File: config.mk
export PLATFORM = sky130hd
export DESIGN_NAME = mrg5_uniform_generator
export DESIGN_NICKNAME = d
export VERILOG_FILES = /design/src/sv/mrg5_pkg.sv /design/src/sv/mrg5_uniform_generator.sv
export SDC_FILE = /design/constraint.sdc
export NUM_CORES = 2
export LEC_CHECK = 0
export BUFFER_PORTS_ARGS = -buffer_cell sky130_fd_sc_hd__buf_2
export CAP_MARGIN = 30
export CORE_MARGIN = 5
export CORE_UTILIZATION = 50
export DETAILED_ROUTE_END_ITERATION = 6
export PLACE_DENSITY_LB_ADDON = 0.3
export SETUP_SLACK_MARGIN = 0.5
export SKIP_LAST_GASP = 1
export SYNTH_ARGS = -nofsm -noshare
export SYNTH_HDL_FRONTEND = slang
export SYNTH_SLANG_ARGS = --single-unit
File: constraint.sdc
create_clock -name clk -period 17.58 [get_ports clk]
set_input_delay 0.879 -clock clk [delete_from_list [all_inputs] [get_ports clk]]
set_output_delay 0.879 -clock clk [all_outputs]
set_load 0.02 [all_outputs]
File: src/sv/mrg5_pkg.sv
// ----------------------------------------------------------------------------
// mrg5_pkg
// Types and constants of the order-5 recursive generator modulo 2^31-1,
// plus the Mersenne folding reduction.
// ----------------------------------------------------------------------------
`default_nettype none

package mrg5_pkg;

  localparam int unsigned NSTAGES = 5;

  localparam logic [30:0] MOD_P    = 31'h7FFF_FFFF;
  localparam logic [26:0] MUL_NEW  = 27'd107374182;
  localparam logic [26:0] MUL_OLD  = 27'd104480;
  localparam logic [26:0] LCG_MUL  = 27'd69069;

  // stage words after a reseed from one
  localparam logic [30:0] RST_S0 = 31'd1;
  localparam logic [30:0] RST_S1 = 31'd69070;
  localparam logic [30:0] RST_S2 = 31'd475628535;
  localparam logic [30:0] RST_S3 = 31'd1129920461;
  localparam logic [30:0] RST_S4 = 31'd772999773;

  localparam logic [1:0] REQ_DRAW   = 2'd0;
  localparam logic [1:0] REQ_RESEED = 2'd1;
  localparam logic [1:0] REQ_LOAD   = 2'd2;

  typedef enum logic [2:0] {
    ST_IDLE,
    ST_DRAW_M1,
    ST_DRAW_M2,
    ST_DRAW_ADD,
    ST_SEED_MUL,
    ST_SEED_ADD,
    ST_LOAD,
    ST_FINISH
  } state_t;

  // full reduction mod 2^31-1 of a value below 2^59
  function automatic logic [30:0] mod_p_fold(input logic [58:0] v);
    logic [31:0] t;
    logic [30:0] u;
    t = {1'b0, v[30:0]} + {4'd0, v[58:31]};
    u = t[30:0] + {30'd0, t[31]};
    return (u == MOD_P) ? 31'd0 : u;
  endfunction

endpackage

`default_nettype wire

File: src/sv/mrg5_uniform_generator.sv
// ----------------------------------------------------------------------------
// mrg5_uniform_generator
// Order-5 multiple recursive generator modulo 2^31-1 with reseed and
// single-stage load requests.
// ----------------------------------------------------------------------------
// One transaction in gives one transaction out. A draw forms two products on
// the shared 32x27 multiplier, then one modular add and a result step; a
// reseed passes each of the five stages through the multiplier, with an
// increment between each pair of them; a load writes its stage and an unused
// request goes straight to the result step. The input stalls while a request
// is at work and is ready again on the cycle after the result is registered.
// The result sits in an output register so the next transaction can be
// accepted while it waits; a further result holds in its final step until
// that register is free. Reset leaves the stages as a reseed from one.
`default_nettype none

module mrg5_uniform_generator (
  input  wire logic        clk,
  input  wire logic        rst_n,
  input  wire logic        in_valid,
  output logic             in_stall,
  input  wire logic [1:0]  in_req_type,
  input  wire logic [31:0] in_seed_value,
  input  wire logic [2:0]  in_stage_index,
  output logic             out_valid,
  input  wire logic        out_stall,
  output logic [30:0]      out_random_value
);

  mrg5_pkg::state_t state_r, state_nxt;

  logic [30:0] stage_r [mrg5_pkg::NSTAGES];
  logic [31:0] x_r;
  logic [2:0]  idx_r;
  logic [2:0]  k_r;
  logic [58:0] prod_r;
  logic [30:0] acc_r;
  logic        out_valid_r;
  logic [30:0] out_value_r;

  logic        in_take;
  logic        out_free;
  logic [31:0] mul_a;
  logic [26:0] mul_b;
  logic [58:0] mul_res;
  logic [30:0] red_prod;
  logic [31:0] sum;
  logic [30:0] fresh;
  logic [30:0] seed_mod;
  logic [30:0] load_word;

  assign in_stall = (state_r != mrg5_pkg::ST_IDLE);
  assign in_take  = in_valid && !in_stall;
  assign out_free = !out_valid_r || !out_stall;

  // shared multiplier operand select
  always_comb begin
    case (state_r)
      mrg5_pkg::ST_DRAW_M1: begin
        mul_a = {1'b0, stage_r[0]};
        mul_b = mrg5_pkg::MUL_NEW;
      end
      mrg5_pkg::ST_DRAW_M2: begin
        mul_a = {1'b0, stage_r[mrg5_pkg::NSTAGES-1]};
        mul_b = mrg5_pkg::MUL_OLD;
      end
      default: begin
        mul_a = x_r;
        mul_b = mrg5_pkg::LCG_MUL;
      end
    endcase
  end

  assign mul_res   = 59'(mul_a) * 59'(mul_b);
  assign red_prod  = mrg5_pkg::mod_p_fold(prod_r);
  assign sum       = {1'b0, acc_r} + {1'b0, red_prod};
  assign fresh     = (sum >= {1'b0, mrg5_pkg::MOD_P}) ? 31'(sum - {1'b0, mrg5_pkg::MOD_P})
                                                       : sum[30:0];
  assign seed_mod  = mrg5_pkg::mod_p_fold({27'd0, x_r});
  assign load_word = (seed_mod == 31'd0) ? 31'd1 : seed_mod;

  always_ff @(posedge clk) begin
    if (!rst_n) begin
      state_r <= mrg5_pkg::ST_IDLE;
    end else begin
      state_r <= state_nxt;
    end
  end

  always_comb begin
    state_nxt = state_r;
    case (state_r)
      mrg5_pkg::ST_IDLE: begin
        if (in_take) begin
          case (in_req_type)
            mrg5_pkg::REQ_DRAW:   state_nxt = mrg5_pkg::ST_DRAW_M1;
            mrg5_pkg::REQ_RESEED: state_nxt = mrg5_pkg::ST_SEED_MUL;
            mrg5_pkg::REQ_LOAD:   state_nxt = mrg5_pkg::ST_LOAD;
            default:              state_nxt = mrg5_pkg::ST_FINISH;
          endcase
        end
      end
      mrg5_pkg::ST_DRAW_M1:  state_nxt = mrg5_pkg::ST_DRAW_M2;
      mrg5_pkg::ST_DRAW_M2:  state_nxt = mrg5_pkg::ST_DRAW_ADD;
      mrg5_pkg::ST_DRAW_ADD: state_nxt = mrg5_pkg::ST_FINISH;
      mrg5_pkg::ST_SEED_MUL: begin
        state_nxt = (k_r == 3'(mrg5_pkg::NSTAGES - 1)) ? mrg5_pkg::ST_FINISH
                                                       : mrg5_pkg::ST_SEED_ADD;
      end
      mrg5_pkg::ST_SEED_ADD: state_nxt = mrg5_pkg::ST_SEED_MUL;
      mrg5_pkg::ST_LOAD:     state_nxt = mrg5_pkg::ST_FINISH;
      mrg5_pkg::ST_FINISH: begin
        if (out_free) begin
          state_nxt = mrg5_pkg::ST_IDLE;
        end
      end
      default: state_nxt = mrg5_pkg::ST_IDLE;
    endcase
  end

  // stage words are architectural state, so they take the reset values
  always_ff @(posedge clk) begin
    if (!rst_n) begin
      stage_r[0] <= mrg5_pkg::RST_S0;
      stage_r[1] <= mrg5_pkg::RST_S1;
      stage_r[2] <= mrg5_pkg::RST_S2;
      stage_r[3] <= mrg5_pkg::RST_S3;
      stage_r[4] <= mrg5_pkg::RST_S4;
    end else begin
      case (state_r)
        mrg5_pkg::ST_DRAW_ADD: begin
          for (int i = mrg5_pkg::NSTAGES - 1; i > 0; i--) begin
            stage_r[i] <= stage_r[i-1];
          end
          stage_r[0] <= fresh;
        end
        mrg5_pkg::ST_SEED_MUL: begin
          stage_r[k_r] <= seed_mod;
        end
        mrg5_pkg::ST_LOAD: begin
          if (idx_r < 3'(mrg5_pkg::NSTAGES)) begin
            stage_r[idx_r] <= load_word;
          end
        end
        default: ;
      endcase
    end
  end

  always_ff @(posedge clk) begin
    if (!rst_n) begin
      k_r <= 3'd0;
    end else if (in_take) begin
      k_r <= 3'd0;
    end else if (state_r == mrg5_pkg::ST_SEED_ADD) begin
      k_r <= k_r + 3'd1;
    end
  end

  // datapath registers
  always_ff @(posedge clk) begin
    if (in_take) begin
      x_r   <= in_seed_value;
      idx_r <= in_stage_index;
    end else if (state_r == mrg5_pkg::ST_SEED_ADD) begin
      x_r <= prod_r[31:0] + 32'd1;
    end
    if (state_r == mrg5_pkg::ST_DRAW_M1 || state_r == mrg5_pkg::ST_DRAW_M2 ||
        state_r == mrg5_pkg::ST_SEED_MUL) begin
      prod_r <= mul_res;
    end
    if (state_r == mrg5_pkg::ST_DRAW_M2) begin
      acc_r <= red_prod;
    end
  end

  always_ff @(posedge clk) begin
    if (!rst_n) begin
      out_valid_r <= 1'b0;
    end else if (state_r == mrg5_pkg::ST_FINISH && out_free) begin
      out_valid_r <= 1'b1;
    end else if (!out_stall) begin
      out_valid_r <= 1'b0;
    end
  end

  always_ff @(posedge clk) begin
    if (state_r == mrg5_pkg::ST_FINISH && out_free) begin
      out_value_r <= stage_r[0];
    end
  end

  assign out_valid        = out_valid_r;
  assign out_random_value = out_value_r;

`ifndef NO_ASSERTIONS
  // an accepted transaction keeps the input stalled on the next cycle
  a_busy_after_take: assert property (@(posedge clk) disable iff (!rst_n)
    in_take |=> in_stall)
    else $error("input not stalled after a transaction was taken");

  // results are fully reduced
  a_out_reduced: assert property (@(posedge clk) disable iff (!rst_n)
    out_valid |-> (out_random_value != mrg5_pkg::MOD_P))
    else $error("result equals the modulus");

  // reseed counter stays within the stages
  a_seed_index: assert property (@(posedge clk) disable iff (!rst_n)
    (state_r == mrg5_pkg::ST_SEED_MUL || state_r == mrg5_pkg::ST_SEED_ADD)
      |-> (k_r < 3'(mrg5_pkg::NSTAGES)))
    else $error("reseed stage index out of range");

  // a waiting result is never overwritten
  a_no_overwrite: assert property (@(posedge clk) disable iff (!rst_n)
    (out_valid_r && out_stall) |=> $stable(out_value_r))
    else $error("pending result overwritten");
`endif

endmodule

`default_nettype wire

## Yosys cells after proc, flatten, opt, wreduce, memory -nomap -nowiden

Memories as Yosys holds them, arrays and structs flattened.
Index checks and enable logic that the tools add are counted.

| storage, ports and cells | value |
|---|---|
| flip-flop bits (word level) | 163 |
| RAM bits | 155 |
| output and inout port bits | 33 |
| word-level logic and storage cells | 96 |
| memories kept | 1 |

| cells by class | value |
|---|---|
| $add $sub $neg | 8 |
| $mul | 1 |
| magnitude comparators | 2 |
| equal/unequal tests | 15 |
| muxes and demuxes | 37 |
| bitwise operators | 6 |
| reduce and logical (&&, ||, !) cells | 18 |

Memory list:

| name | words | bits a word | read ports | clocked after memory_dff | wr ports | RTL line | text |
|---|---|---|---|---|---|---|---|
| stage_r | 5 | 31 | 5 | 0 | 5 | mrg5_uniform_generator.sv:32 | `logic [30:0] stage_r [mrg5_pkg::NSTAGES];` |

Operator list:

| kind | number |
|---|---|
| $mux W31 | 11 |
| $mux W32 | 2 |
| $pmux W32 S2 | 1 |
| $add A31 B1 Y31 | 2 |
| $eq A31 B31 Y1 const B | 2 |
| $reduce_or A31 Y1 | 2 |
| $mul A32 B27 Y59 | 1 |
| $pmux W27 S2 | 1 |
| $add A31 B1 Y32 | 1 |
| $add A31 B28 Y32 | 1 |
| $add A31 B31 Y32 | 1 |
| $add A32 B1 Y32 const B | 1 |
| $ge A32 B31 Y1 const B | 1 |
| $logic_not A31 Y1 | 1 |
| $sub A31 B31 Y31 const B | 1 |
| $pmux W3 S7 | 1 |
| $eq A3 B3 Y1 const B | 5 |
| $mux W1 | 15 |
| $mux W3 | 4 |
| $pmux W3 S3 | 1 |
| $eq A3 B2 Y1 const B | 2 |
| $or A1 B1 Y1 | 5 |
| $ne A2 B2 Y1 const B | 2 |
| $reduce_or A2 Y1 | 2 |
| other kinds (16) | 21 |

## Longest topological paths before layout

| logic depth | value |
|---|---|
| depth in word-level cells | 10 |
| gate-level depth with buffers | 41 |
| depth with buffers taken out | 36 |

## Worst setup path after synthesis

No wires, ideal clock.

| timing | value |
|---|---|
| path type | register to register |
| start | register prod_r[5] |
| end | memory stage_r[0][17], data pin |
| library setup time | 0.261 ns |
| arrival time | 8.783 ns |
| required time | 17.319 ns |
| slack | 8.535 ns |
| cell stages (with the launch flop) | 37 |
| buffers on the path | 4 |
| cell sequence | edfxtp_1 > ha_1 > nand2_1 > o21ai_0 > nand4_1 > a31oi_1 > a31oi_1 > o221ai_2 > a21oi_1 > nor2_1 > ha_1 > and3_1 > and3_1 > buf_1 > and4_1 > nand4b_1 > xnor2_1 > or3_1 > or4_1 > nor4_4 > buf_4 > a21oi_1 > ha_1 > o21ai_0 > or4b_1 > o2111ai_1 > nand4_1 > or4b_4 > nand3b_1 > nor3_1 > and3_1 > clkbuf_2 > nand4b_1 > o21ai_2 > buf_6 > mux2i_1 > nand3_1 |

RTL lines:

| what | RTL line | text |
|---|---|---|
| start: declaration | mrg5_uniform_generator.sv:36 | `logic [58:0] prod_r;` |
| start signal: assignment | mrg5_uniform_generator.sv:170 | `prod_r <= mul_res;` |
| end: declaration | mrg5_uniform_generator.sv:32 |  |

==> flow_summary.yaml <==
sta:
  slew_headroom_pct: 30.48
  rsz0062_at_grt: "no"
  timing.fmax_ghz: 0.09129
  setup-tns-final_ns: 0
  worst_slew_pin_slew_ns: 1.033
  drv_slew: 0
  timing.final.crit_share_pct: 62.31
  finalHoldViolations: 0
  period_needed_ns: 10.95
  setup_violations: 0
  fin_skew_ns: 0.06181
grt:
  grt_usage_pct: 29.20
  grt_pass1_wl_um: 197600
  antenna_found_initial: 4
  overflow: 0
  grt_pass1_vias: 31470
  grt_max_degree: 86
cells_and_area:
  layout_common_cells: "inv_1 (798), fa_1 (590), nand2_1 (424)"
  finalNonFillerCells: 5421
  syn_to_final_growth_pct: 6.893
  final_common_cell: "inv_1"
  nets: 5282
  drive_gt1_share_pct: 4.966
  fillCellCount: 7411
routing:
  via_count: 31730
  routed_wl_um: 129400
  antenna_left: 0
  firstDrtPassIters: 7
  drc: 10
  drt_iter0_markers: 3703
  vias_per_cell: 5.853
  wire_per_inst_um: 23.87
logic_synthesis:
  ys_ff_latch: 318
  synth.distinct_cells: 100
  yosys_most_used_dff: "edfxtp_1"
  synthCells: 4281
  synth.yosys.seq_area_share_pct: 22.93
  async_flop_share_pct: 0
  synth_edf_count: 311
  netlist_area_mm2: 0.04135
  yosys_warnings: 0
  syn_avg_cell_area_um2: 9.658
clock_tree:
  cts_sinks: 318
  tritoncts: "done"
  numCtsBuffers: 38
  cts-htree-levels: 2
  cts_resized: 0
  clkTransAtPathRegs_ns: 0.08
  postCtsSetupBuffers: 0
  clock_path_buffers: 3
  clock_latency_ns: 0.60
  postCtsHoldBufs: 0
  cts-root-buf: "clkbuf_16"
critical_path:
  worstPathArrival_ns: 11.27
  end_kind: "register"
  cp_slowest_cell: "o21ai_2"
  startpoint: "prod_r[5]$_DFFE_PP_"
  critPathLaunchType: "register"
  slowest_delay_ns: 0.78
  critPathMaxFanout: 32
  r2r_start: "prod_r[5]$_DFFE_PP_"
  worst_ep_required_time_ns: 17.89
  crit_type: "register to register"
job:
  maxCapViolCount: 0
place:
  portBuffers: 73
  dp_hpwl_um: 108000
  gp_congestion: 0.9989
  dp.cells: 5349
run_status:
  violations: "DRC"
  status: "finished with violations"
floorplan:
  initial_core_util_pct: 50.36
  fp.dieW_um: 297.6
  fp.coreArea_mm2: 0.08211
  rows: 105
  ios: 74
  dieArea_mm2: 0.08854
  die_y_um: 297.6
hold_path:
  hold_path.class: "input pin to register"
  worstHoldStart: "in_stage_index[0]"
-- flip-flops by register name (all words and copies together) (netlist names) --
signal,cells
out_random_value,31
stage_r,155
out_valid,1
prod_r,59
x_r,32
state_r,3
k_r,3
acc_r,31
idx_r,3
-- per-stage QoR --
step / hold slack, ns / utilization, % / setup WS (ns) / area (µm²)
detailed placement: 0.5100 / 52.20 / 6.809 / 42860
CTS: 0.4400 / 53.81 / 6.735 / 44180
global route: 0.4512 / 53.82 / 5.663 / 44190
finish: 0.4559 / 53.83 / 6.625 / 44200
global placement: 0.4985 / 52.10 / 7.006 / 42780
floorplan: 0.4497 / - / 8.535 / 41490
-- synthesized netlist by cell type, types with 45 or more instances --
cell	n	area share (%)
a21oi_1	225	2.7
fa_1	590	29
nand3_1	128	1.5
nand4_1	45	0.68
edfxtp_1	311	23
xor2_1	91	1.9
clkbuf_1	100	0.91
nor2_1	220	2.0
ha_1	331	10
o21ai_0	167	2.0
xnor2_1	121	2.6
nor3_1	75	0.91
inv_1	799	7.3
a21o_1	73	1.3
nand2_1	425	3.9
-- layout make-up --
cell class / instances / area (µm²) / share of cell area (%)
diodes: 1 / 2.502 / 0.005662
repair buffers: 97 / 609.3 / 1.379
clock inverters: 25 / 326.6 / 0.7389
multi-input cells: 3065 / 28440 / 64.35
clock buffers: 45 / 997.2 / 2.256
well taps: 1070 / 1339 / 3.029
inverters: 800 / 3003 / 6.794
flip-flops and latches: 318 / 9479 / 21.45
-- worst max-delay path: cells and delay by family (launching register included) --
kind / cells / cell delay [ns]
multiplexers: 1 / 0.27
XOR/XNOR: 1 / 0.21
adder cells (fa/ha/maj): 3 / 0.93
flip-flops: 1 / 0.47
AND/OR/NAND/NOR: 15 / 4.55
buffers and inverters: 1 / 0.33
AO/OA/AOI/OAI: 12 / 3.89
-- cell families (layout without fill, tap and decap cells) --
kind of cell	Yosys count	count (layout)	synth area share, %
simple gates	1155	1155	13.51
buf+inv	935	967	8.703
fa+ha+maj	921	921	38.58
compound gates	697	697	10.70
flops	318	318	22.93
xor+xnor	216	216	4.648
mux	37	37	0.9108
other cells	2	40	0.01816
-- per-layer routing --
layer	track usage, %	share of wire [%]	wire, µm
met1	42.26	42	53870
met2	43.80	43	56100
met3	5.474	9.9	12800
met4	11.40	5.1	6572
met5	0	0.036	46
-- worst paths after layout --
| kind | slack [ns] | depth (start not counted) | endpoint |
|---|---|---|---|
| setup / recovery | 6.63 | 33 | stage_r[0][11]$_DFFE_PP_ |
| hold / removal | 0.46 | 1 | idx_r[0]$_DFFE_PP_ |
| setup reg to reg | 6.63 | 33 | stage_r[0][11]$_DFFE_PP_ |
| hold reg to reg | 0.52 | 2 | stage_r[3][26]$_DFFE_PP_ |
Power is not shown: default switching activity piles up to over one toggle a cycle in this logic, so the estimate is an artifact.
